File: src/rtl/spc_pkg.sv
// Shared types and constants for the sensor compensation block.
package spc_pkg;

	localparam int unsigned CFG_IDX_W = 3;
	localparam int unsigned CFG_DATA_W = 64;
	localparam int unsigned HUM_W = 17;
	localparam int unsigned QUEUE_DEPTH = 2;

	// Pipeline landmarks of the back end.
	localparam int unsigned STG_SIDE = 4;
	localparam int unsigned STG_HUM = 10;
	localparam int unsigned STG_INV = 12;
	localparam int unsigned DIV_STEPS = 64;
	localparam int unsigned STG_LAST = 82;
	localparam int unsigned STG_OUT = 83;

	localparam logic [31:0] FINE_HUM_ZERO = 32'd76800;
	localparam logic [31:0] HUM_MAX = 32'd419430400;
	localparam logic [63:0] FINE_P_OFFSET = 64'd128000;
	localparam logic [63:0] P_RAW_BASE = 64'd1048576;
	localparam logic [63:0] P_SCALE = 64'd3125;
	localparam logic [31:0] HUM_C_BIAS = 32'd2097152;
	localparam logic [31:0] HUM_X_ROUND = 32'd16384;
	localparam logic [31:0] HUM_B_BIAS = 32'd32768;
	localparam logic [31:0] HUM_Y_ROUND = 32'd8192;
	localparam logic [31:0] TEMP_ROUND = 32'd128;
	localparam logic [63:0] P_E1_BIAS = 64'h0000_8000_0000_0000;

	typedef enum logic [CFG_IDX_W-1:0] {
		REG_TEMP = 3'd0,
		REG_PRESS_A = 3'd1,
		REG_PRESS_B = 3'd2,
		REG_PRESS_C = 3'd3,
		REG_HUM_A = 3'd4,
		REG_HUM_B = 3'd5
	} cfg_idx_t;

	typedef struct packed {
		logic [15:0] t1;
		logic [15:0] t2;
		logic [15:0] t3;
		logic [15:0] p1;
		logic [15:0] p2;
		logic [15:0] p3;
		logic [15:0] p4;
		logic [15:0] p5;
		logic [15:0] p6;
		logic [15:0] p7;
		logic [15:0] p8;
		logic [15:0] p9;
		logic [7:0] h1;
		logic [15:0] h2;
		logic [7:0] h3;
		logic [15:0] h4;
		logic [15:0] h5;
		logic [7:0] h6;
	} calib_t;

	typedef struct packed {
		logic [19:0] raw_t;
		logic [19:0] raw_p;
		logic [15:0] raw_h;
	} item_t;

	typedef struct packed {
		logic [31:0] tc;
		logic [31:0] fine;
		logic [HUM_W-1:0] hum;
	} side_t;

	typedef struct packed {
		logic [63:0] rem;
		logic [63:0] dq;
		logic [63:0] mb;
		logic neg;
	} div_t;

	typedef struct packed {
		logic [31:0] tc;
		logic [31:0] fine;
		logic [31:0] pres;
		logic inval;
		logic [HUM_W-1:0] hum;
	} res_t;

endpackage

File: src/rtl/spc_front.sv
// Configuration registers and calibration word unpacking.
module spc_front (
	input  logic clk,
	input  logic arst_n,
	input  logic cfg_we,
	input  logic [spc_pkg::CFG_IDX_W-1:0] cfg_index,
	input  logic [spc_pkg::CFG_DATA_W-1:0] cfg_data,
	output spc_pkg::calib_t calib
);

	logic [47:0] temp_q;
	logic [63:0] press_a_q;
	logic [63:0] press_b_q;
	logic [15:0] press_c_q;
	logic [31:0] hum_a_q;
	logic [39:0] hum_b_q;

	always_ff @(posedge clk or negedge arst_n) begin
		if (!arst_n) begin
			temp_q <= '0;
			press_a_q <= '0;
			press_b_q <= '0;
			press_c_q <= '0;
			hum_a_q <= '0;
			hum_b_q <= '0;
		end else if (cfg_we) begin
			unique case (spc_pkg::cfg_idx_t'(cfg_index))
				spc_pkg::REG_TEMP: temp_q <= cfg_data[47:0];
				spc_pkg::REG_PRESS_A: press_a_q <= cfg_data;
				spc_pkg::REG_PRESS_B: press_b_q <= cfg_data;
				spc_pkg::REG_PRESS_C: press_c_q <= cfg_data[15:0];
				spc_pkg::REG_HUM_A: hum_a_q <= cfg_data[31:0];
				spc_pkg::REG_HUM_B: hum_b_q <= cfg_data[39:0];
				default: ;
			endcase
		end
	end

	always_comb begin
		calib.t1 = temp_q[15:0];
		calib.t2 = temp_q[31:16];
		calib.t3 = temp_q[47:32];
		calib.p1 = press_a_q[15:0];
		calib.p2 = press_a_q[31:16];
		calib.p3 = press_a_q[47:32];
		calib.p4 = press_a_q[63:48];
		calib.p5 = press_b_q[15:0];
		calib.p6 = press_b_q[31:16];
		calib.p7 = press_b_q[47:32];
		calib.p8 = press_b_q[63:48];
		calib.p9 = press_c_q;
		calib.h1 = hum_a_q[7:0];
		calib.h2 = hum_a_q[23:8];
		calib.h3 = hum_a_q[31:24];
		calib.h4 = hum_b_q[15:0];
		calib.h5 = hum_b_q[31:16];
		calib.h6 = hum_b_q[39:32];
	end

endmodule

File: config.mk
export PLATFORM = sky130hd
export DESIGN_NAME = spc_front
export DESIGN_NICKNAME = d
export VERILOG_FILES = /design/src/rtl/spc_pkg.sv /design/src/rtl/spc_front.sv
export SDC_FILE = /design/constraint.sdc
export NUM_CORES = 1
export LEC_CHECK = 0
export ABC_AREA = 1
export BUFFER_PORTS_ARGS = -buffer_cell sky130_fd_sc_hd__buf_2
export CAP_MARGIN = 30
export CELL_PAD_IN_SITES_DETAIL_PLACEMENT = 0
export CELL_PAD_IN_SITES_GLOBAL_PLACEMENT = 2
export CORE_MARGIN = 3
export CORE_UTILIZATION = 28
export DETAILED_ROUTE_END_ITERATION = 10
export GPL_TIMING_DRIVEN = 0
export PLACE_DENSITY_LB_ADDON = 0.1
export RECOVER_POWER = 100
export SETUP_SLACK_MARGIN = 0.5
export SLEW_MARGIN = 25
export SYNTH_ARGS = -nofsm -noshare
export SYNTH_HDL_FRONTEND = slang
export SYNTH_SLANG_ARGS = --single-unit
File: constraint.sdc
create_clock -name clk -period 1.9 [get_ports clk]
set_clock_uncertainty 0.05 [all_clocks]
set_input_delay 0.57 -clock clk [delete_from_list [all_inputs] [get_ports clk]]
set_output_delay 0.57 -clock clk [all_outputs]
set_load 0.1 [all_outputs]
After elaboration in Yosys (flattened, before gate mapping)
Index checks and enable logic that the tools add are counted.
{"block": "totals", "ff_bits": 264, "input_bits": 70, "output_inout_bits": 264}
{"block": "op_classes", "eq_ne": 5, "reduce_logical": 7}
{"operator": "2-bit AND reduction", "count": 6}
{"operator": "3-bit by 2-bit == test with 1-bit output (second input constant)", "count": 2}
{"operator": "3-bit == test (second input constant)", "count": 2}
{"operator": "3-bit by 1-bit == test with 1-bit output (second input constant)", "count": 1}
{"operator": "3-bit logical NOT", "count": 1}

Longest topological paths before layout
Gate-level depths: netlist (run 1).
{"block": "logic_depth", "word_depth": 2, "ltp_mapped": 7, "ltp_nobuf": 5}

Least setup slack after synthesis (run 1)
Ideal clock, no wire load.
{"block": "synth_timing", "kind": "input to register", "startpoint": "in cfg_index[1] (netlist name)", "endpoint": "reg temp_q[15]", "t_arrival_ps": 1356, "setup_slack_ps": 372, "stages": 6, "n_path_buf": 2, "path_cell_list": "nor2_2 -> nand2_1 -> buf_2 -> buf_2 -> nand2_1 -> nand2_1"}
{"block": "synth_via", "elab_chain_len": 2}
{"element": "start: declaration", "line_no": "spc_front.sv:6", "source": "input logic [spc_pkg::CFG_IDX_W-1:0] cfg_index,"}
{"element": "3-bit logical NOT", "line_no": "spc_front.sv:27", "source": "unique case (spc_pkg::cfg_idx_t'(cfg_index))"}
{"element": "2-bit AND reduction (no line)"}
{"element": "end signal: assignment", "line_no": "spc_front.sv:28", "source": "spc_pkg::REG_TEMP: temp_q <= cfg_data[47:0];"}
{"element": "end: declaration", "line_no": "spc_front.sv:11", "source": "logic [47:0] temp_q;"}
No other way between the ends.
A chain may end at the register's enable or synchronous reset.

Final worst setup path (run 1)
{"block": "layout_timing", "startpoint": "reg temp_q[34]", "endpoint": "out calib[218] (netlist name)"}
{"element": "end: declaration", "line_no": "spc_front.sv:8", "source": "output spc_pkg::calib_t calib"}
No word-level cell between the ends.

==> results.txt, run 1 <==
----------------------------------------------------
[Critical path]
  CP peak stage delay ... approximately 0.35 ns
  Critical path arrival ... approximately 1.2 ns
  Worst-path cell with the longest stage delay ... dfrtp_2
  Family of cells with the greatest summed delay on the critical path ... flip-flops
  Crit path capture type ... output pin
  Endpoint of the worst register-to-register path ... temp_q[46]
  Total buffers and inverters traversed by the critical path ... 1
  Depth of the most critical reg-to-reg path ... 3
  FF-to-FF Start ... temp_q[46]
  Required time at the worst-slack endpoint ... roughly 1.3 ns
  Max Fanout on Critical Path ... 2
  Critical path cell sequence ... buf_4
  CP startpoint kind ... flop
  WS Path Type ... reg -> out
  Slack of the worst reg-to-reg path ... roughly 1.1 ns

[Synthesis]
  Post-synthesis sequential element count ... between 200 and 300
  Adder-Cell Fraction of Synth Area ... 0%
  Combined area of all synthesized cells ... 0.0102 mm2
  Cells after synthesis ... 1152
  Post-synthesis average cell area ... 8.90 um2
  Yosys warning count ... 0
  Most area-consuming cells after synthesis ... dfrtp_1 (64%), nand2_1 (22%), nand3_1 (10%)
  Post-synthesis xor/xnor area fraction ... 0%
  Dominant combinational cell family by area after synthesis ... simple AND/OR/NAND/NOR gates
  Synth area leader ... dfrtp_1
  Multiplexer share of the synthesized area ... 0%
  Synth Area in Compound Gates ... 0%
  Total nets after synthesis ... approximately 1200
  Count of distinct cell types in the synthesized netlist ... 10
  Area fraction of the dominant cell type after synthesis ... between 60 and 70%
  Simple logic cell fraction of the synthesized area ... 32.2%
  Register area share after synthesis ... about 64%

[Final layout]
  Number of inserted filler cells in the final layout ... ~3800
  Commonest cells after routing, fill and taps aside ... nand2_1 (590), dfrtp_2 (263), buf_6 (256)
  Final Instance Count excl. Fillers ... between 2000 and 2500
  Post-layout util ... a little over two fifths
  Proportion of layout cells with a drive suffix above 1 ... 46.8%
  Relative area change from synthesis to final layout ... 53.4%
  Multi-input combinational cell area ... 0.00332 mm2
  Nets ... between 1500 and 2000
  Most frequent standard cell in the layout excluding fill and tap cells ... nand2_1
  Register area ... around 0.007 mm2

[Drt]
  Router iterations before antenna repair ... 4
  Post-DR wirelength/cell ... between 15 and 20 um
  Detailed Route Iter0 Violations ... 435
  Post-detailed-routing wire length ... roughly 41 mm
  Antenna Nets Post-Route ... 0
  Via density per instance ... between 4 and 5
  Vias ... a little over 9000
  DRC viols ... 0

[Clocking]
  Insertion delay to the later sink of the worst-skew pair ... 0.56 ns
  Buffer levels on the longest clock path ... 3
  Clock-pin slew of the registers on the worst-case setup and hold paths ... 0.06 ns
  Number of sinks driven by the clock tree ... around 260
  CTS tree ... built
  CTS Root Cell ... clkbuf_16
  CTS buffer count ... 31
  H-tree level count ... 1

[Power]
  Portion of total power attributed to combinational logic ... a little under half
  Maximum vdd ir drop ... slightly above 800 uV
  Switching pwr ... 12800 uW
  Sequential share of power ... between 30% and 40%
  Total Power Consumption ... around 26000 uW
  Internal portion of total power ... roughly 13000 uW
  Clk network pwr share ... 22.0%
  Static leakage ... between 0.008 and 0.009 uW
  PwrDens ... 1630 mW/mm2
  Switching share of total power ... between 40 and 50%

[Timing]
  Count of endpoints failing setup in the final report ... 0
  Final slew viol count ... 0
  Max frequency ... 0.548 GHz
  Final hold violation count ... 57
  Setup TNS ... 0 ns
  Transition time of the tightest slew-check pin ... 0.884 ns
  Final period demand of the worst path ... 1.83 ns
  Part of the cycle the worst path needs ... 96.1%
  Relative max-transition margin ... between 40% and 50%
  Post-Route Hold Slack ... -0.0630 ns
  RSZ-0062 raised after global routing ... yes

[Global routing]
  Via count of the first global-routing pass ... between 9000 and 10000
  Congestion Overflow GR ... 0
  Global-route total usage across every layer ... slightly above 20%
  Maximum number of pins on one net before global-route repair ... around 80
  Initial antenna violation count ... 1
  Wire length of the first global-routing pass ... slightly above 60 mm

[Floorplan]
  Count of pins on the block boundary ... about 330
  Area enclosed by the die boundary ... a little under 0.04 mm2
  Placement row count ... between 60 and 70
  Height of the die ... 197 um
  Floorplan core area ... 0.0358 mm2
  Initial Utilization ... between 20% and 30%
  Horizontal extent of the die ... between 150 and 200 um

[Placement]
  Final RePlAce weighted congestion ... between 0.7 and 0.8
  Half-perimeter wire length after placement ... between 20 and 30 mm
  Total placed cells including tap cells ... 1949
  Count of buffers inserted at the top-level ports ... 333

[Worst hold path]
  HP Class ... in -> async

[Flow run]
  Max-capacitance violation count ... 0

[Run status]
  Status ... finished with violations
  Violations in the final reports ... negative hold slack

----------------------------------------------------
==> cell families after synthesis <==
| logic type | after synthesis |
|---|---|
| buffers and inverters | 80 |
| AND/OR/NAND/NOR | 808 |
| flip-flops | 264 |
==> sequential cells by signal, summed over array words and instances (netlist names) <==
name       flops
press_a_q     64
press_b_q     64
temp_q        48
hum_b_q       40
hum_a_q       32
press_c_q     16
==> through the flow <==
| step | setup slack (ns) | hold WS (ns) | cell area (um2) |
|---|---|---|---|
| 2_1_floorplan | 0.468 | 0.224 | 10600 |
| 3_3_place_gp | -5.80 | 0.406 | 12900 |
| 3_5_place_dp | -0.332 | 0.410 | 13000 |
| 4_1_cts | 0.0703 | -0.0343 | 17000 |
| 5_1_grt | 0.0377 | -0.0332 | 15700 |
| 6_report | 0.0736 | -0.0630 | 15700 |
==> area by class of cell <==
type                    count  share of cell area, %
well taps                 461                   3.67
clock inverters             4                  0.310
clock buffers              47                   5.64
repair buffers            362                   22.5
diodes                      1                 0.0159
multi-input cells         808                   21.1
flip-flops and latches    264                   44.1
inverters                   6                  0.151
plain buffers              74                   2.48
==> metal layers <==
layer	vias to the layer above	wire (um)	global-route usage, %
li1	4423	-	-
met1	4561	17800	28.3
met2	244	19100	32.6
met3	44	2960	5.19
met4	2	646	3.64
met5	-	17	0
==> Yosys cell counts <==
master / instances
buf_2: 34
clkbuf_1: 40
clkinv_1: 1
dfrtp_1: 264
inv_1: 3
inv_2: 2
nand2_1: 594
nand3_1: 208
nor2_1: 4
nor2_2: 2
==> power by group through the flow <==
| stage | Combinational [uW] | Sequential, uW | Clock (uW) |
|---|---|---|---|
| finish | 12300 | 7690 | 5640 |
| global route | 12700 | 7830 | 6080 |
| CTS | 13500 | 7960 | 5820 |
| global placement | 10900 | 7500 | 0 |
| detailed placement | 10900 | 7510 | 0 |
| floorplan | 980 | 15300 | 0 |
==> how the worst max path moves through the flow <==
stage,startpoint,end,slack (ns),depth (start not counted)
5_1_grt,press_a_q[40],calib[176],0.04,1
4_1_cts,temp_q[41],calib[225],0.07,1
2_1_floorplan,cfg_index[2],hum_a_q[10],0.47,6
3_5_place_dp,cfg_index[2],hum_a_q[19],-0.33,7
3_3_place_gp,arst_n,hum_b_q[22],-5.80,1
6_report,temp_q[34],calib[218],0.07,1
==> repair_timing <==
item / CTS / global route
gates resized for setup: 853 / 209
hold endpoints to repair: 77 / 11
pin swaps: 0 / 2
setup buffers: 1 / 25
endpoints found under the setup margin: 335 / 488
Power figures use the tool's default switching activity.
==> inputs of run 2 (changes only) <==
Settings changed: MAX_ROUTING_LAYER set to met4.
==> run 2 against run 1 <==
Net effect:
- sequential power about the same
- cell count barely moved
- highest routed layer is now met4
- the flow still finishes with violations (negative hold slack)
- via count decreased by 0.25%
- setup slack worse by 0.0028 ns
- largest power group unchanged
- worst hold slack gained 0.0013 ns
- global-route usage is 0.59 points higher
- clock-buffer cell count did not move
- first-iteration DRC count grew 12%
- combinational power about the same
- register-to-register slack about the same
==> results.txt, run 2 (synthesized netlist as in run 1, its figures left out) <==
----------------------------------------------------
[Clocking]
  CTS buffer count ... 31
  Clock-pin slew of the registers on the worst-case setup and hold paths ... roughly 0.060 ns
  Buffer levels on the longest clock path ... 3
  CTS tree ... built
  H-tree level count ... 1
  Insertion delay to the later sink of the worst-skew pair ... approximately 0.56 ns
  Number of sinks driven by the clock tree ... 264
  CTS Root Cell ... clkbuf_16

[Final layout]
  Relative area change from synthesis to final layout ... 53.7%
  Final Instance Count excl. Fillers ... around 2000
  Most frequent standard cell in the layout excluding fill and tap cells ... nand2_1
  Top flop regs ... press_a_q: 64 flops, press_b_q: 64 flops, temp_q: 48 flops
  Commonest cells after routing, fill and taps aside ... nand2_1 (591), dfrtp_2 (263), buf_6 (256)
  Nets ... around 1600
  Proportion of layout cells with a drive suffix above 1 ... a little under half

[Drt]
  Antenna Nets Post-Route ... 0
  Via density per instance ... 4.56
  Vias ... just over 9000
  Post-DR wirelength/cell ... between 20 and 25 um
  Detailed Route Iter0 Violations ... a little under 500
  DRC viols ... 0
  Router iterations before antenna repair ... 5
  Post-detailed-routing wire length ... around 41 mm

[Placement]
  Final RePlAce weighted congestion ... 0.766
  Half-perimeter wire length after placement ... 27.6 mm
  Total placed cells including tap cells ... a little under 2000
  Count of buffers inserted at the top-level ports ... 333

[Timing]
  Post-Route Hold Slack ... -0.0616 ns
  Final period demand of the worst path ... 1.83 ns
  Max frequency ... between 0.5 and 0.6 GHz
  Part of the cycle the worst path needs ... between 90% and 100%
  Final slew viol count ... 0
  Count of endpoints failing setup in the final report ... 0
  Final hold violation count ... 68
  Transition time of the tightest slew-check pin ... between 0.8 and 0.9 ns
  Relative max-transition margin ... around 40%
  RSZ-0062 raised after global routing ... yes

[Critical path]
  Max Fanout on Critical Path ... 2
  Worst-path cell with the longest stage delay ... dfrtp_2
  CP peak stage delay ... roughly 0.35 ns
  WS Path Type ... reg -> out
  Required time at the worst-slack endpoint ... 1.28 ns
  CP startpoint kind ... flop
  Total buffers and inverters traversed by the critical path ... 1
  Critical path arrival ... around 1.2 ns
  Family of cells with the greatest summed delay on the critical path ... flip-flops
  Endpoint of the worst register-to-register path ... temp_q[46]
  Depth of the most critical reg-to-reg path ... 3
  Crit path capture type ... output pin
  Critical path cell sequence ... buf_4
  Slack of the worst reg-to-reg path ... between 1 and 1.5 ns
  FF-to-FF Start ... temp_q[46]

[Power]
  PwrDens ... approximately 1600 mW/mm2
  Total Power Consumption ... between 20000 and 30000 uW
  Static leakage ... between 0.008 and 0.009 uW
  Maximum vdd ir drop ... between 800 and 900 uV

[Floorplan]
  Height of the die ... between 150 and 200 um
  Area enclosed by the die boundary ... between 0.03 and 0.04 mm2
  Floorplan core area ... roughly 0.036 mm2
  Initial Utilization ... ~29%
  Horizontal extent of the die ... 197 um
  Placement row count ... 69
  Count of pins on the block boundary ... ~330

[Global routing]
  Global-route total usage across every layer ... roughly a fifth
  Maximum number of pins on one net before global-route repair ... 81
  Via count of the first global-routing pass ... about 9500
  Initial antenna violation count ... 1
  Wire length of the first global-routing pass ... ~61 mm
  Congestion Overflow GR ... 0

[Run status]
  Status ... finished with violations
  Violations in the final reports ... negative hold slack

[Flow run]
  Max-capacitance violation count ... 0

[Worst hold path]
  HP Class ... in -> async

----------------------------------------------------
==> run 2: cell types whose count changed in the layout (fill, tap and decap cells not counted), sizes merged <==
| cell | previous run | this run |
|---|---|---|
| buf | 383 | 385 |
| clkbuf | 100 | 98 |
| clkinv | 3 | 2 |
| dlygate4sd3 | 0 | 1 |
| inv | 5 | 6 |
==> run 2: timing repair <==
action | CTS | global route
pin swaps | 0 | 2
endpoints found under the hold margin | 77 | 9
setup endpoints to repair | 335 | 488
setup buffers | 1 | 25
resized for setup | 853 | 208
==> run 2: area by class of cell <==
type / instances / area [um2]
clock buffers: 47 / 886
clock inverters: 4 / 48.8
plain buffers: 74 / 382
fillers: 3752 / 20100
flip-flops and latches: 264 / 6940
multi-input cells: 808 / 3320
well taps: 461 / 577
repair buffers: 363 / 3580
diodes: 1 / 2.50
inverters: 6 / 23.8
==> run 2: through the flow <==
stage,setup TNS (ns),utilization [%],setup slack [ns],cell area (um2)
2_1_floorplan,0,-,0.468,10600
6_report,0,44.0,0.0708,15800
5_1_grt,0,44.0,0.0378,15800
3_3_place_gp,-1550.22,36.0,-5.80,12900
3_5_place_dp,-27.09,36.2,-0.332,13000
4_1_cts,0,47.4,0.0703,17000
==> run 2: worst max-delay path by stage <==
stage | from | to | cells past startpoint
CTS | temp_q[41] | calib[225] | 1
detailed placement | cfg_index[2] | hum_a_q[19] | 7
global placement | arst_n | hum_b_q[22] | 1
floorplan | cfg_index[2] | hum_a_q[10] | 6
global route | press_a_q[40] | calib[176] | 1
finish | temp_q[34] | calib[218] | 1
==> run 2: per-layer routing <==
layer	vias up	track usage [%]	wire length, um
li1	4427	-	-
met1	4558	28.1	17900
met2	224	32.7	19200
met3	42	5.30	2830
met4	0	3.64	622
met5	-	-	0
==> run 2: power by group <==
part	internal [uW]	total (uW)	switching, uW
Combinational	2650	12300	9620
Clock	3300	5640	2340
Sequential	6880	7690	814
