$ cat src/rtl/spc_pkg.sv
// Shared types and constants for the sensor compensation block.
package spc_pkg;

	localparam int unsigned CFG_IDX_W = 3;
	localparam int unsigned CFG_DATA_W = 64;
	localparam int unsigned HUM_W = 17;
	localparam int unsigned QUEUE_DEPTH = 2;

	// Pipeline landmarks of the back end.
	localparam int unsigned STG_SIDE = 4;
	localparam int unsigned STG_HUM = 10;
	localparam int unsigned STG_INV = 12;
	localparam int unsigned DIV_STEPS = 64;
	localparam int unsigned STG_LAST = 82;
	localparam int unsigned STG_OUT = 83;

	localparam logic [31:0] FINE_HUM_ZERO = 32'd76800;
	localparam logic [31:0] HUM_MAX = 32'd419430400;
	localparam logic [63:0] FINE_P_OFFSET = 64'd128000;
	localparam logic [63:0] P_RAW_BASE = 64'd1048576;
	localparam logic [63:0] P_SCALE = 64'd3125;
	localparam logic [31:0] HUM_C_BIAS = 32'd2097152;
	localparam logic [31:0] HUM_X_ROUND = 32'd16384;
	localparam logic [31:0] HUM_B_BIAS = 32'd32768;
	localparam logic [31:0] HUM_Y_ROUND = 32'd8192;
	localparam logic [31:0] TEMP_ROUND = 32'd128;
	localparam logic [63:0] P_E1_BIAS = 64'h0000_8000_0000_0000;

	typedef enum logic [CFG_IDX_W-1:0] {
		REG_TEMP = 3'd0,
		REG_PRESS_A = 3'd1,
		REG_PRESS_B = 3'd2,
		REG_PRESS_C = 3'd3,
		REG_HUM_A = 3'd4,
		REG_HUM_B = 3'd5
	} cfg_idx_t;

	typedef struct packed {
		logic [15:0] t1;
		logic [15:0] t2;
		logic [15:0] t3;
		logic [15:0] p1;
		logic [15:0] p2;
		logic [15:0] p3;
		logic [15:0] p4;
		logic [15:0] p5;
		logic [15:0] p6;
		logic [15:0] p7;
		logic [15:0] p8;
		logic [15:0] p9;
		logic [7:0] h1;
		logic [15:0] h2;
		logic [7:0] h3;
		logic [15:0] h4;
		logic [15:0] h5;
		logic [7:0] h6;
	} calib_t;

	typedef struct packed {
		logic [19:0] raw_t;
		logic [19:0] raw_p;
		logic [15:0] raw_h;
	} item_t;

	typedef struct packed {
		logic [31:0] tc;
		logic [31:0] fine;
		logic [HUM_W-1:0] hum;
	} side_t;

	typedef struct packed {
		logic [63:0] rem;
		logic [63:0] dq;
		logic [63:0] mb;
		logic neg;
	} div_t;

	typedef struct packed {
		logic [31:0] tc;
		logic [31:0] fine;
		logic [31:0] pres;
		logic inval;
		logic [HUM_W-1:0] hum;
	} res_t;

endpackage

$ cat src/rtl/spc_queue.sv
// Two-entry beat queue between input channel and datapath.
module spc_queue (
	input  logic clk,
	input  logic arst_n,
	input  logic in_valid,
	output logic in_ready,
	input  spc_pkg::item_t in_item,
	output logic out_valid,
	input  logic out_ready,
	output spc_pkg::item_t out_item
);

	spc_pkg::item_t mem_q [spc_pkg::QUEUE_DEPTH];
	logic wr_ptr_q;
	logic rd_ptr_q;
	logic [1:0] cnt_q;
	logic push;
	logic pop;

	assign in_ready = (cnt_q != 2'(spc_pkg::QUEUE_DEPTH));
	assign out_valid = (cnt_q != 2'd0);
	assign push = in_valid && in_ready;
	assign pop = out_valid && out_ready;
	assign out_item = mem_q[rd_ptr_q];

	always_ff @(posedge clk) begin
		if (push) begin
			mem_q[wr_ptr_q] <= in_item;
		end
	end

	always_ff @(posedge clk or negedge arst_n) begin
		if (!arst_n) begin
			wr_ptr_q <= 1'b0;
			rd_ptr_q <= 1'b0;
			cnt_q <= 2'd0;
		end else begin
			if (push) begin
				wr_ptr_q <= ~wr_ptr_q;
			end
			if (pop) begin
				rd_ptr_q <= ~rd_ptr_q;
			end
			cnt_q <= cnt_q + {1'b0, push} - {1'b0, pop};
		end
	end

endmodule

$ cat config.mk
export PLATFORM = sky130hd
export DESIGN_NAME = spc_queue
export DESIGN_NICKNAME = d
export VERILOG_FILES = /design/src/rtl/spc_pkg.sv /design/src/rtl/spc_queue.sv
export SDC_FILE = /design/constraint.sdc
export NUM_CORES = 1
export LEC_CHECK = 0
export BUFFER_PORTS_ARGS = -buffer_cell sky130_fd_sc_hd__clkbuf_2
export CORE_UTILIZATION = 45
export DETAILED_ROUTE_END_ITERATION = 7
export PLACE_DENSITY_LB_ADDON = 0.15
export SYNTH_ARGS = -nofsm -noshare
export SYNTH_HDL_FRONTEND = slang
export SYNTH_SLANG_ARGS = --single-unit
export TNS_END_PERCENT = 30
$ cat constraint.sdc
create_clock -name clk -period 3.3 [get_ports clk]
set_input_delay 0.33 -clock clk [delete_from_list [all_inputs] [get_ports clk]]
set_output_delay 0.33 -clock clk [all_outputs]
set_load 0.02 [all_outputs]
# Word level (Yosys, flattened, before mapping)
# Memories as Yosys holds them, arrays and structs flattened.
# Index checks and enable logic that the tools add are counted.
dict set report classes {
  muxes 2
  n_reduce_logical 3
  n_eq_ne 1
  bitwise_logic 2
  n_addsub 2
}
# cell count
set ops {}
lappend ops {{$add 2x1->2} 1}
lappend ops {{$logic_and 1x1->1} 2}
lappend ops {{$mux 1} 2}
lappend ops {{$ne 2x2->1 const B} 1}
lappend ops {{$not 1->1} 2}
lappend ops {{$reduce_bool 2->1} 1}
lappend ops {{$sub 2x1->2} 1}
dict set report totals {
  inputBits 60
  memories 1
  elab_cells 14
  ramBits 112
  regBits 4
  out_inout_bits 58
}
# name words width rd rd_ports_with_merged_regs write_ports line
set mem_list {}
lappend mem_list {mem_q 2 56 1 0 1 spc_queue.sv:13} ;# spc_pkg::item_t mem_q [spc_pkg::QUEUE_DEPTH];

# Logic depth before layout (Yosys ltp)
# Gate-level depths: netlist (run 1).
dict set report logic_depth {
  depth_word 4
  depth_mapped 7
  depth_no_buf 7
}

# Worst setup path before layout (run 1)
# OpenSTA, ideal clock, no wires.
dict set report synth_path {
  path_type {reg2reg}
  from {register cnt_q[1]}
  to {memory mem_q[0][0] (netlist bit), enable pin}
  synth_period_minus_slack_ns 3.573
  path_buffers 0
  path_slack_ns -0.273
  required_ns 2.830
  path_stages_with_launch 4
  arrival_time_ns 3.103
  setup_ns 0.470
  cell_sequence {dfrtp_1 nand2b_1 nand2_1 nor2_1}
}
dict set report synth_via {
  elab_chain_len 4
}
# element line
set synth_rtl {}
lappend synth_rtl {{start, declared} spc_queue.sv:16} ;# logic [1:0] cnt_q;
lappend synth_rtl {{start signal, assigned} spc_queue.sv:44} ;# cnt_q <= cnt_q + {1'b0, push} - {1'b0, pop};
lappend synth_rtl {{$ne 2x2->1} spc_queue.sv:20} ;# assign in_ready = (cnt_q != 2'(spc_pkg::QUEUE_DEPTH));
lappend synth_rtl {{named net in_ready} spc_queue.sv:6} ;# output logic in_ready,
lappend synth_rtl {{$logic_and 1x1->1} spc_queue.sv:22} ;# assign push = in_valid && in_ready;
lappend synth_rtl {{$mux 1} spc_queue.sv:27} ;# if (push) begin
lappend synth_rtl {{$mux 1 (not written as such)} spc_queue.sv:28} ;# mem_q[wr_ptr_q] <= in_item;
lappend synth_rtl {{end, declared} spc_queue.sv:13}
# The timed path passes the listed nets, and every way through them passes these cells.

==> qor.yml, run 1 <==
run_status:
  run_status: "finished, final reports clean"
hold_path:
  hp-class: "in -> reg"
  worstHoldStart: "in_item[43]"
sta:
  slew_violations: 0
  tns_ps: 0
  holdWs_ps: 26.0
  slew_headroom_pct: 54.0
  fin_crit_ps: 2440
  setup_viol: 0
  finalHoldViolations: 0
  tightestPinTransition_ps: 690
  max_freq_mhz: 409
  fin_worst_skew_ps: 5.72
  rsz0062_at_grt: "false"
  fin_crit_sh_pct: 74.0
global_routing:
  grt_first_pass_wirelength_um: 11200
  antenna_found_initial: 0
  grt_max_degree: 40
  gr-total-overflow: 0
  grt_use_total_pct: 15.5
  grt_pass1_vias: 2233
pwr:
  power_frac_clock_pct: 32.7
  p_per_area_nw_per_um2: 974
  switching_share_pct: 29.8
  p_comb_share_pct: 30.2
  cellLeakagePower_nw: 2.38
  seqPwrFrac_pct: 37.0
  p_int_w: 0.00409
  p_switching_w: 0.00174
  peakVddDrop_mv: 0.631
synthesis:
  synth-seq-area-share_pct: 79.5
  synth-edff-count: 112
  netlist_instances: 191
  synth-seq-cells: 116
  synth_area_um2: 4360
  netlist.area_leader.share_pct: 77.2
  avgSynthCellArea_um2: 22.8
  async_reset_ff_share_pct: 3.45
  synth_cell_types: 16
  synth_common_cells: "edfxtp_1 (112), mux2_4 (30), mux2_2 (26), buf_6 (4), dfrtp_1 (4)"
  synth.most_common_cell: "edfxtp_1"
  synth_top_area_cell: "edfxtp_1"
  synth_ff_type: "edfxtp_1"
  synth_area_leaders: "edfxtp_1 (77%), mux2_4 (10%), mux2_2 (6.7%), dfrtp_1 (2.3%), buf_6 (1.0%)"
  yosys_warnings: 0
  syn_nets: 253
drt:
  drt_iter0_markers: 65
  wire_per_inst_um: 15.2
  vias: 2243
  route.detailed.drc: 0
  antenna_left: 0
  totalWireLength_um: 7440
  vias_per_cell: 4.58
  dr.pass1.iters: 4
clocking:
  htree_levels: 4
  clock_latency_ps: 490
  cts-buffers-inserted: 17
  root_buffer: "clkbuf_8"
  clk_pin_slew_ps: 60
  cts_buffer_depth: 2
  clkSinkCount: 116
  cts_tree: "built"
  cts.repair.resized: 0
die:
  start_util_pct: 46.7
  core_um2: 9330
  fp.dieH_um: 100
  io_pins: 118
  die_x_um: 100
  fp-row-count: 35
  die_area_um2: 10100
critical_path:
  crit_path_start_kind: "flip-flop"
  startpoint: "rd_ptr_q"
  path_cells: "buf_12, mux2_2, clkbuf_2"
  arrival_ps: 2110
  rr_startpoint: "cnt_q[1]"
  crit_required_ps: 2970
  slowest_stage: "dfrtp_2"
  crit_fanout: 39
  endpoint_kind: "output pin"
  max_stage_delay_ps: 710
  worst-setup-path-type: "reg -> out"
final_layout:
  antenna_cells: 0
  fin_nets: 410
  area_growth_pct: 37.3
  drive_gt1_share_pct: 57.9
placed_design:
  dp_hpwl_um: 4700
  port_buffers: 117
  gp_congestion: 0.655
job:
  max_cap_violations: 0
## registers in the layout, indices dropped and copies added, names as in the netlist
name and flops:
cnt_q 2, mem_q 112, rd_ptr_q 1, wr_ptr_q 1
## routing by layer
metal / track usage [%] / routed length (um) / up-vias
met5: 0 / 0 / -
met4: 6.69 / 78 / 0
met3: 5.57 / 344 / 7
met2: 24.2 / 3650 / 84
met1: 19.8 / 3360 / 1083
li1: - / - / 1069
## cell type report
type / count / area (um2)
fill: 669 / 3340
inverter: 1 / 3.75
clock buffer: 18 / 418
tap: 129 / 161
sequential: 116 / 3460
multi-input combinational: 68 / 845
timing repair buffer: 144 / 883
clock inverter: 14 / 209
## what timing repair did
item	4_1_cts	5_1_grt
setup buffers	0	0
hold buffers	6	17
setup endpoints to repair	0	0
hold endpoints to repair	12	32
## metrics by stage
step | instances | utilization, % | instance area [um2] | setup slack, ps | total power (W)
2_1_floorplan | 191 | - | 4360 | 659 | 0.00344
3_3_place_gp | 435 | 55.0 | 5130 | 1380 | 0.00394
3_5_place_dp | 435 | 55.0 | 5130 | 1340 | 0.00396
4_1_cts | 473 | 62.3 | 5810 | 805 | 0.00588
5_1_grt | 490 | 64.2 | 5980 | 738 | 0.00608
6_report | 490 | 64.2 | 5980 | 858 | 0.00583
## cell usage in the layout (no fill, tap or decap)
master / instances
xor2_1: 1
nand2_1: 1
ha_1: 2
clkinv_1: 2
dlygate4sd3_1: 23
clkinvlp_4: 5
clkinv_2: 1
clkbuf_16: 16
edfxtp_1: 112
mux2_4: 30
bufinv_16: 5
buf_12: 3
inv_6: 1
nor2_4: 1
and2_1: 1
dfrtp_1: 3
inv_1: 1
clkbuf_8: 1
or2_1: 1
xnor2_1: 3
clkbuf_2: 117
mux2_2: 26
and3_2: 1
buf_4: 1
clkbuf_1: 1
nand2b_1: 1
dfrtp_2: 1
## final timing paths
kind	cells after the start	endpoint	slack, ps
setup / recovery	3	out_item[54]	860
hold / removal	1	mem_q[1][43]	30
setup reg to reg	4	mem_q[0][39]	1470
hold reg to reg	1	cnt_q[0]	540
max in group asynchronous	2	rd_ptr_q	2970
min in group asynchronous	2	wr_ptr_q	180
## worst max-delay path: cells and delay by family (launching register included)
family | cells | cell delay, ps
flip-flops | 1 | 710
multiplexers | 1 | 380
buffers and inverters | 2 | 500
## power groups by stage
stage	combinational (W)	sequential (W)	clock, W
floorplan	0.00132	0.00212	0
global placement	0.00175	0.00219	0
detailed placement	0.00177	0.00219	0
CTS	0.00178	0.00216	0.00194
global route	0.00188	0.00219	0.00201
finish	0.00176	0.00216	0.00191
## cells by family after synthesis
| logic type | synth area share, % |
|---|---|
| flip-flops | 79.5 |
| multiplexers | 17.1 |
| buffers and inverters | 1.35 |
| AND/OR/NAND/NOR | 0.747 |
| XOR/XNOR | 0.804 |
| adder cells (fa/ha/maj) | 0.574 |
No activity file was read; power rests on OpenSTA's default activity.
==> run 2: changes to the inputs <==
Clock period 3.3 ns to 2.1 ns, I/O delays scaled along.
==> run 2 against run 1 <==
Compared with the run above: final area is 5.2% higher; register-to-register slack worse by 1100 ps; die area is the same; cell count is 7.6% higher; hold slack gained 12 ps; sequential cell count did not move; clock skew about the same; largest cell class unchanged.
==> qor.yml, run 2 (synthesis gave the netlist of run 1 again) <==
run_status:
  run_status: "finished, final reports clean"  # unchanged
die:
  fp.dieH_um: 100  # unchanged
  die_area_um2: 10100  # unchanged
  fp-row-count: 35  # unchanged
  core_um2: 9330  # unchanged
  io_pins: 118  # unchanged
  start_util_pct: 46.7  # unchanged
  die_x_um: 100  # unchanged
clocking:
  clock_latency_ps: 500  # was 490 ps
  cts-buffers-inserted: 17  # unchanged
  clk_pin_slew_ps: 60  # about the same
  cts.repair.resized: 0  # unchanged
  cts_buffer_depth: 2  # unchanged
  clkSinkCount: 116  # unchanged
  cts_tree: "built"  # unchanged
  root_buffer: "clkbuf_8"  # unchanged
  htree_levels: 4  # unchanged
drt:
  totalWireLength_um: 7790  # was 7440 um
  wire_per_inst_um: 14.8  # was 15.2 um
  vias: 2413  # was 2,243
  drt_iter0_markers: 76  # was 65
  dr.pass1.iters: 4  # unchanged
  route.detailed.drc: 0  # unchanged
  vias_per_cell: 4.58  # about the same
  antenna_left: 0  # unchanged
sta:
  slew_headroom_pct: 78.4  # was 54.0%
  max_freq_mhz: 506
  fin_crit_ps: 1980
  fin_worst_skew_ps: 5.82  # was 5.72 ps
  rsz0062_at_grt: "false"  # unchanged
  slew_violations: 0  # unchanged
  layout_setup_ws_ps: 124  # was 858 ps
  holdWs_ps: 38.0  # was 26.0 ps
  setup_viol: 0  # unchanged
  fin_crit_sh_pct: 94.1
  tightestPinTransition_ps: 325  # was 690 ps
  finalHoldViolations: 0  # unchanged
global_routing:
  grt_max_degree: 57  # was 40
  antenna_found_initial: 0  # unchanged
  grt_use_total_pct: 16.7  # was 15.5%
  gr-total-overflow: 0  # unchanged
  grt_first_pass_wirelength_um: 12200  # was 11,200 um
  grt_pass1_vias: 2603  # was 2,233
critical_path:
  r2r_cells: 7  # was 4
  reg2reg_to: "cnt_q[1]"  # was mem_q[0][39]
  endpoint: "out_item[3]"  # was out_item[54]
  crit_fanout: 29  # was 39
  startpoint: "rd_ptr_q"  # unchanged
  worst-setup-path-type: "reg -> out"  # unchanged
  crit_required_ps: 1890  # was 2970 ps
  crit_path_start_kind: "flip-flop"  # unchanged
  r2r_slack_ps: 370  # was 1470 ps
  arrival_ps: 1770  # was 2110 ps
  rr_startpoint: "cnt_q[1]"  # unchanged
  endpoint_kind: "output pin"  # unchanged
final_layout:
  top_regs: "mem_q (112), cnt_q (2)"  # unchanged
  fin_area_um2: 6290  # was 5980 um2
  largest_reg_flops: 112  # unchanged
  final_cell_mix: "clkbuf_2 (117), edfxtp_1 (112), dlygate4sd3_1 (57)"  # was clkbuf_2 (117), edfxtp_1 (112), mux2_4 (30)
  final_common_cell: "clkbuf_2"  # unchanged
  ff_latch_area_um2: 3460  # unchanged
  antenna_cells: 0  # unchanged
  area_growth_pct: 44.4  # was 37.3%
  utilization_pct: 67.5  # was 64.2%
  multi_input_area_um2: 845  # unchanged
  fin_nets: 447  # was 410
  fill_cells: 685  # was 669
  drive_gt1_share_pct: 54.0  # was 57.9%
  top_register: "mem_q"  # unchanged
pwr:
  cellLeakagePower_nw: 2.52  # was 2.38 nW
  peakVddDrop_mv: 0.803  # was 0.631 mV
  p_per_area_nw_per_um2: 1420  # was 974 nW/um2
hold_path:
  hp-class: "in -> async"  # was in -> reg
job:
  max_cap_violations: 0  # unchanged
placed_design:
  port_buffers: 117  # unchanged
  dpl_cell_area_um2: 5150  # was 5130 um2
  gp_congestion: 0.691  # was 0.655
  dp_hpwl_um: 4690  # was 4700 um
  place_ws_ps: 354  # was 1340 ps
[run 2: worst max-delay path, cell delays in order, from the launching register on]
cell and delay [ps]:
dfrtp_2 470, buf_12 260, mux2_2 370, clkbuf_2 160
[run 2: through the flow]
step                cells  power, W  TNS, ps
floorplan             191   0.00540   -19060
global placement      436   0.00623        0
detailed placement    436   0.00626        0
CTS                   527   0.00908        0
global route          527   0.00937        0
finish                527   0.00895        0
[run 2: cell type report]
type | instances | share of cell area, %
repair buffers | 181 | 20.0
flip-flops and latches | 116 | 55.0
multi-input cells | 68 | 13.4
clock buffers | 17 | 6.58
clock inverters | 15 | 2.35
inverters | 1 | 0.0596
well taps | 129 | 2.56
[run 2: what timing repair did]
| item | in CTS | in global routing |
|---|---|---|
| hold buffers | 57 | 0 |
| endpoints found under the setup margin | 21 | 0 |
| hold endpoints to repair | 116 | 0 |
| buffers inserted | 2 | 0 |
[run 2: how the worst min path moves through the flow]
stage | from | slack, ps | to
finish | arst_n | 40 | cnt_q[0]
global route | arst_n | 20 | cnt_q[0]
CTS | arst_n | 20 | cnt_q[0]
detailed placement | arst_n | 20 | cnt_q[0]
global placement | arst_n | 30 | cnt_q[0]
floorplan | arst_n | -90 | cnt_q[0]
[run 2: per-layer routing]
metal	track usage [%]	part of all wire, %	wire (um)
met1	17.2	40	3140
met2	30.1	53	4100
met3	6.34	6.1	472
met4	7.36	1.1	82
met5	0	0	0
[run 2: power breakdown]
part           internal, W  switching, W
logic              0.00133       0.00163
clock network      0.00160       0.00107
registers          0.00317      0.000158
==> run 3: changes to the inputs <==
Settings changed: PLACE_DENSITY set to 0.77, PLACE_DENSITY_LB_ADDON 0.15 to not set.
==> run 3 against run 2 <==
Compared with the run above: first-iteration DRC count grew 2.6%; via count is 1.2% higher; routed wire length up 1.4%; critical endpoint unchanged; hold slack improved by 33 ps; largest power group unchanged; register-to-register slack got worse by 20 ps; sequential cell count unchanged; critical path type unchanged.
==> qor.yml, run 3 (synthesis gave the netlist of run 1 again) <==
sta:
  finalHoldViolations: 0  # unchanged
  fin_crit_sh_pct: 94.4  # was 94.1%
  setup_viol: 0  # unchanged
  max_freq_mhz: 505  # was 506 MHz
  slew_violations: 0  # unchanged
  fin_crit_ps: 1980  # about the same
  rsz0062_at_grt: "false"  # unchanged
  fin_worst_skew_ps: 9.07  # was 5.82 ps
  slew_headroom_pct: 70.2  # was 78.4%
  tightestPinTransition_ps: 447  # was 325 ps
  tns_ps: 0  # unchanged
critical_path:
  reg2reg_to: "cnt_q[1]"  # unchanged
  endpoint_kind: "output pin"  # unchanged
  worst-setup-path-type: "reg -> out"  # unchanged
  rr_startpoint: "cnt_q[1]"  # unchanged
  crit_fanout: 10  # was 29
  arrival_ps: 1770  # about the same
  r2r_slack_ps: 350  # was 370 ps
  r2r_cells: 7  # unchanged
  crit_path_start_kind: "flip-flop"  # unchanged
  crit_required_ps: 1890  # about the same
pwr:
  peakVddDrop_mv: 1.10  # was 0.803 mV
  cellLeakagePower_nw: 2.57  # was 2.52 nW
  p_per_area_nw_per_um2: 1470  # was 1420 nW/um2
clocking:
  cts.repair.resized: 0  # unchanged
  cts_tree: "built"  # unchanged
  cts-buffers-inserted: 17  # unchanged
  clkSinkCount: 116  # unchanged
  root_buffer: "clkbuf_8"  # unchanged
  clk_pin_slew_ps: 60  # about the same
  htree_levels: 4  # unchanged
  clock_latency_ps: 490  # was 500 ps
  cts_buffer_depth: 2  # unchanged
global_routing:
  grt_use_total_pct: 16.7  # about the same
  grt_pass1_vias: 2581  # was 2,603
  gr-total-overflow: 0  # unchanged
  grt_max_degree: 33  # was 57
  grt_first_pass_wirelength_um: 12300  # was 12,200 um
  antenna_found_initial: 0  # unchanged
die:
  io_pins: 118  # unchanged
  core_um2: 9330  # unchanged
  die_area_um2: 10100  # unchanged
  fp.dieH_um: 100  # unchanged
  die_x_um: 100  # unchanged
  start_util_pct: 46.7  # unchanged
  fp-row-count: 35  # unchanged
drt:
  wire_per_inst_um: 14.9  # was 14.8 um
  vias: 2442  # was 2,413
  route.detailed.drc: 0  # unchanged
  totalWireLength_um: 7900  # was 7790 um
  dr.pass1.iters: 4  # unchanged
  antenna_left: 0  # unchanged
  vias_per_cell: 4.61  # was 4.58
  drt_iter0_markers: 78  # was 76
final_layout:
  top_regs: "mem_q (112), cnt_q (2)"  # unchanged
  final_common_cell: "clkbuf_2"  # unchanged
  antenna_cells: 0  # unchanged
  fin_area_um2: 6370  # was 6290 um2
  top_register: "mem_q"  # unchanged
  drive_gt1_share_pct: 53.9  # was 54.0%
  largest_reg_flops: 112  # unchanged
  area_growth_pct: 46.2  # was 44.4%
  final_cell_mix: "clkbuf_2 (117), edfxtp_1 (112), dlygate4sd3_1 (57)"  # unchanged
  fill_cells: 622  # was 685
  fin_nets: 451  # was 447
job:
  max_cap_violations: 0  # unchanged
placed_design:
  dpl_cell_area_um2: 5140  # was 5150 um2
  gp_congestion: 0.662  # was 0.691
  dp_hpwl_um: 4790  # was 4690 um
  port_buffers: 117  # unchanged
hold_path:
  hp-class: "in -> async"  # unchanged
run_status:
  run_status: "finished, final reports clean"  # unchanged
==> run 3: per-stage QoR <==
step | hold slack [ps] | instances | util (%) | power [W] | worst slack [ps]
floorplan | -85.6 | 191 | - | 0.00540 | -340
global placement | 19.7 | 438 | 55.1 | 0.00617 | 456
detailed placement | 25.4 | 438 | 55.1 | 0.00625 | 360
CTS | 34.3 | 527 | 68.1 | 0.00940 | 51.5
global route | 47.2 | 530 | 68.3 | 0.00974 | 40.4
finish | 70.7 | 530 | 68.3 | 0.00934 | 118
==> run 3: where the power goes <==
group | internal (W) | switching (W) | leakage (nW)
Clock | 0.00205 | 0.000960 | 0.298
Sequential | 0.00318 | 0.000184 | 1.09
Combinational | 0.00134 | 0.00163 | 1.18
Total | 0.00656 | 0.00278 | 2.57
==> run 3: layer usage <==
metal	global-route usage [%]	vias up	share of wire, %
li1	-	1155	-
met1	17.9	1198	40
met2	30.2	79	54
met3	5.64	10	4.4
met4	6.47	0	1.2
met5	0	-	0
==> run 3: critical path, stage by stage (launching register included) <==
cell      delay (ps)
dfrtp_4          530
buf_4            230
mux2_2           350
clkbuf_2         170
==> run 3: worst max path at each step <==
stage | startpoint | to | slack [ps] | cells after the start
after floorplan | cnt_q[1] | mem_q[1][0] | -340 | 2
after global placement | cnt_q[1] | cnt_q[1] | 460 | 7
after detailed placement | cnt_q[1] | cnt_q[1] | 360 | 7
after CTS | rd_ptr_q | out_item[3] | 50 | 3
after global routing | rd_ptr_q | out_item[3] | 40 | 3
final | rd_ptr_q | out_item[3] | 120 | 3
==> run 3: repair_timing <==
action | 4_1_cts | 5_1_grt
setup buffers | 1 | 3
hold endpoints to repair | 116 | 0
setup endpoints to repair | 24 | 1
hold buffers | 57 | 0
==> run 3: cell type report <==
type	instances	area (um2)	area share [%]
clock buffers	19	422	6.62
clock inverters	12	205	3.22
inverters	1	3.75	0.0589
multi-input cells	68	845	13.3
flip-flops and latches	116	3470	54.4
well taps	129	161	2.53
repair buffers	185	1270	19.9
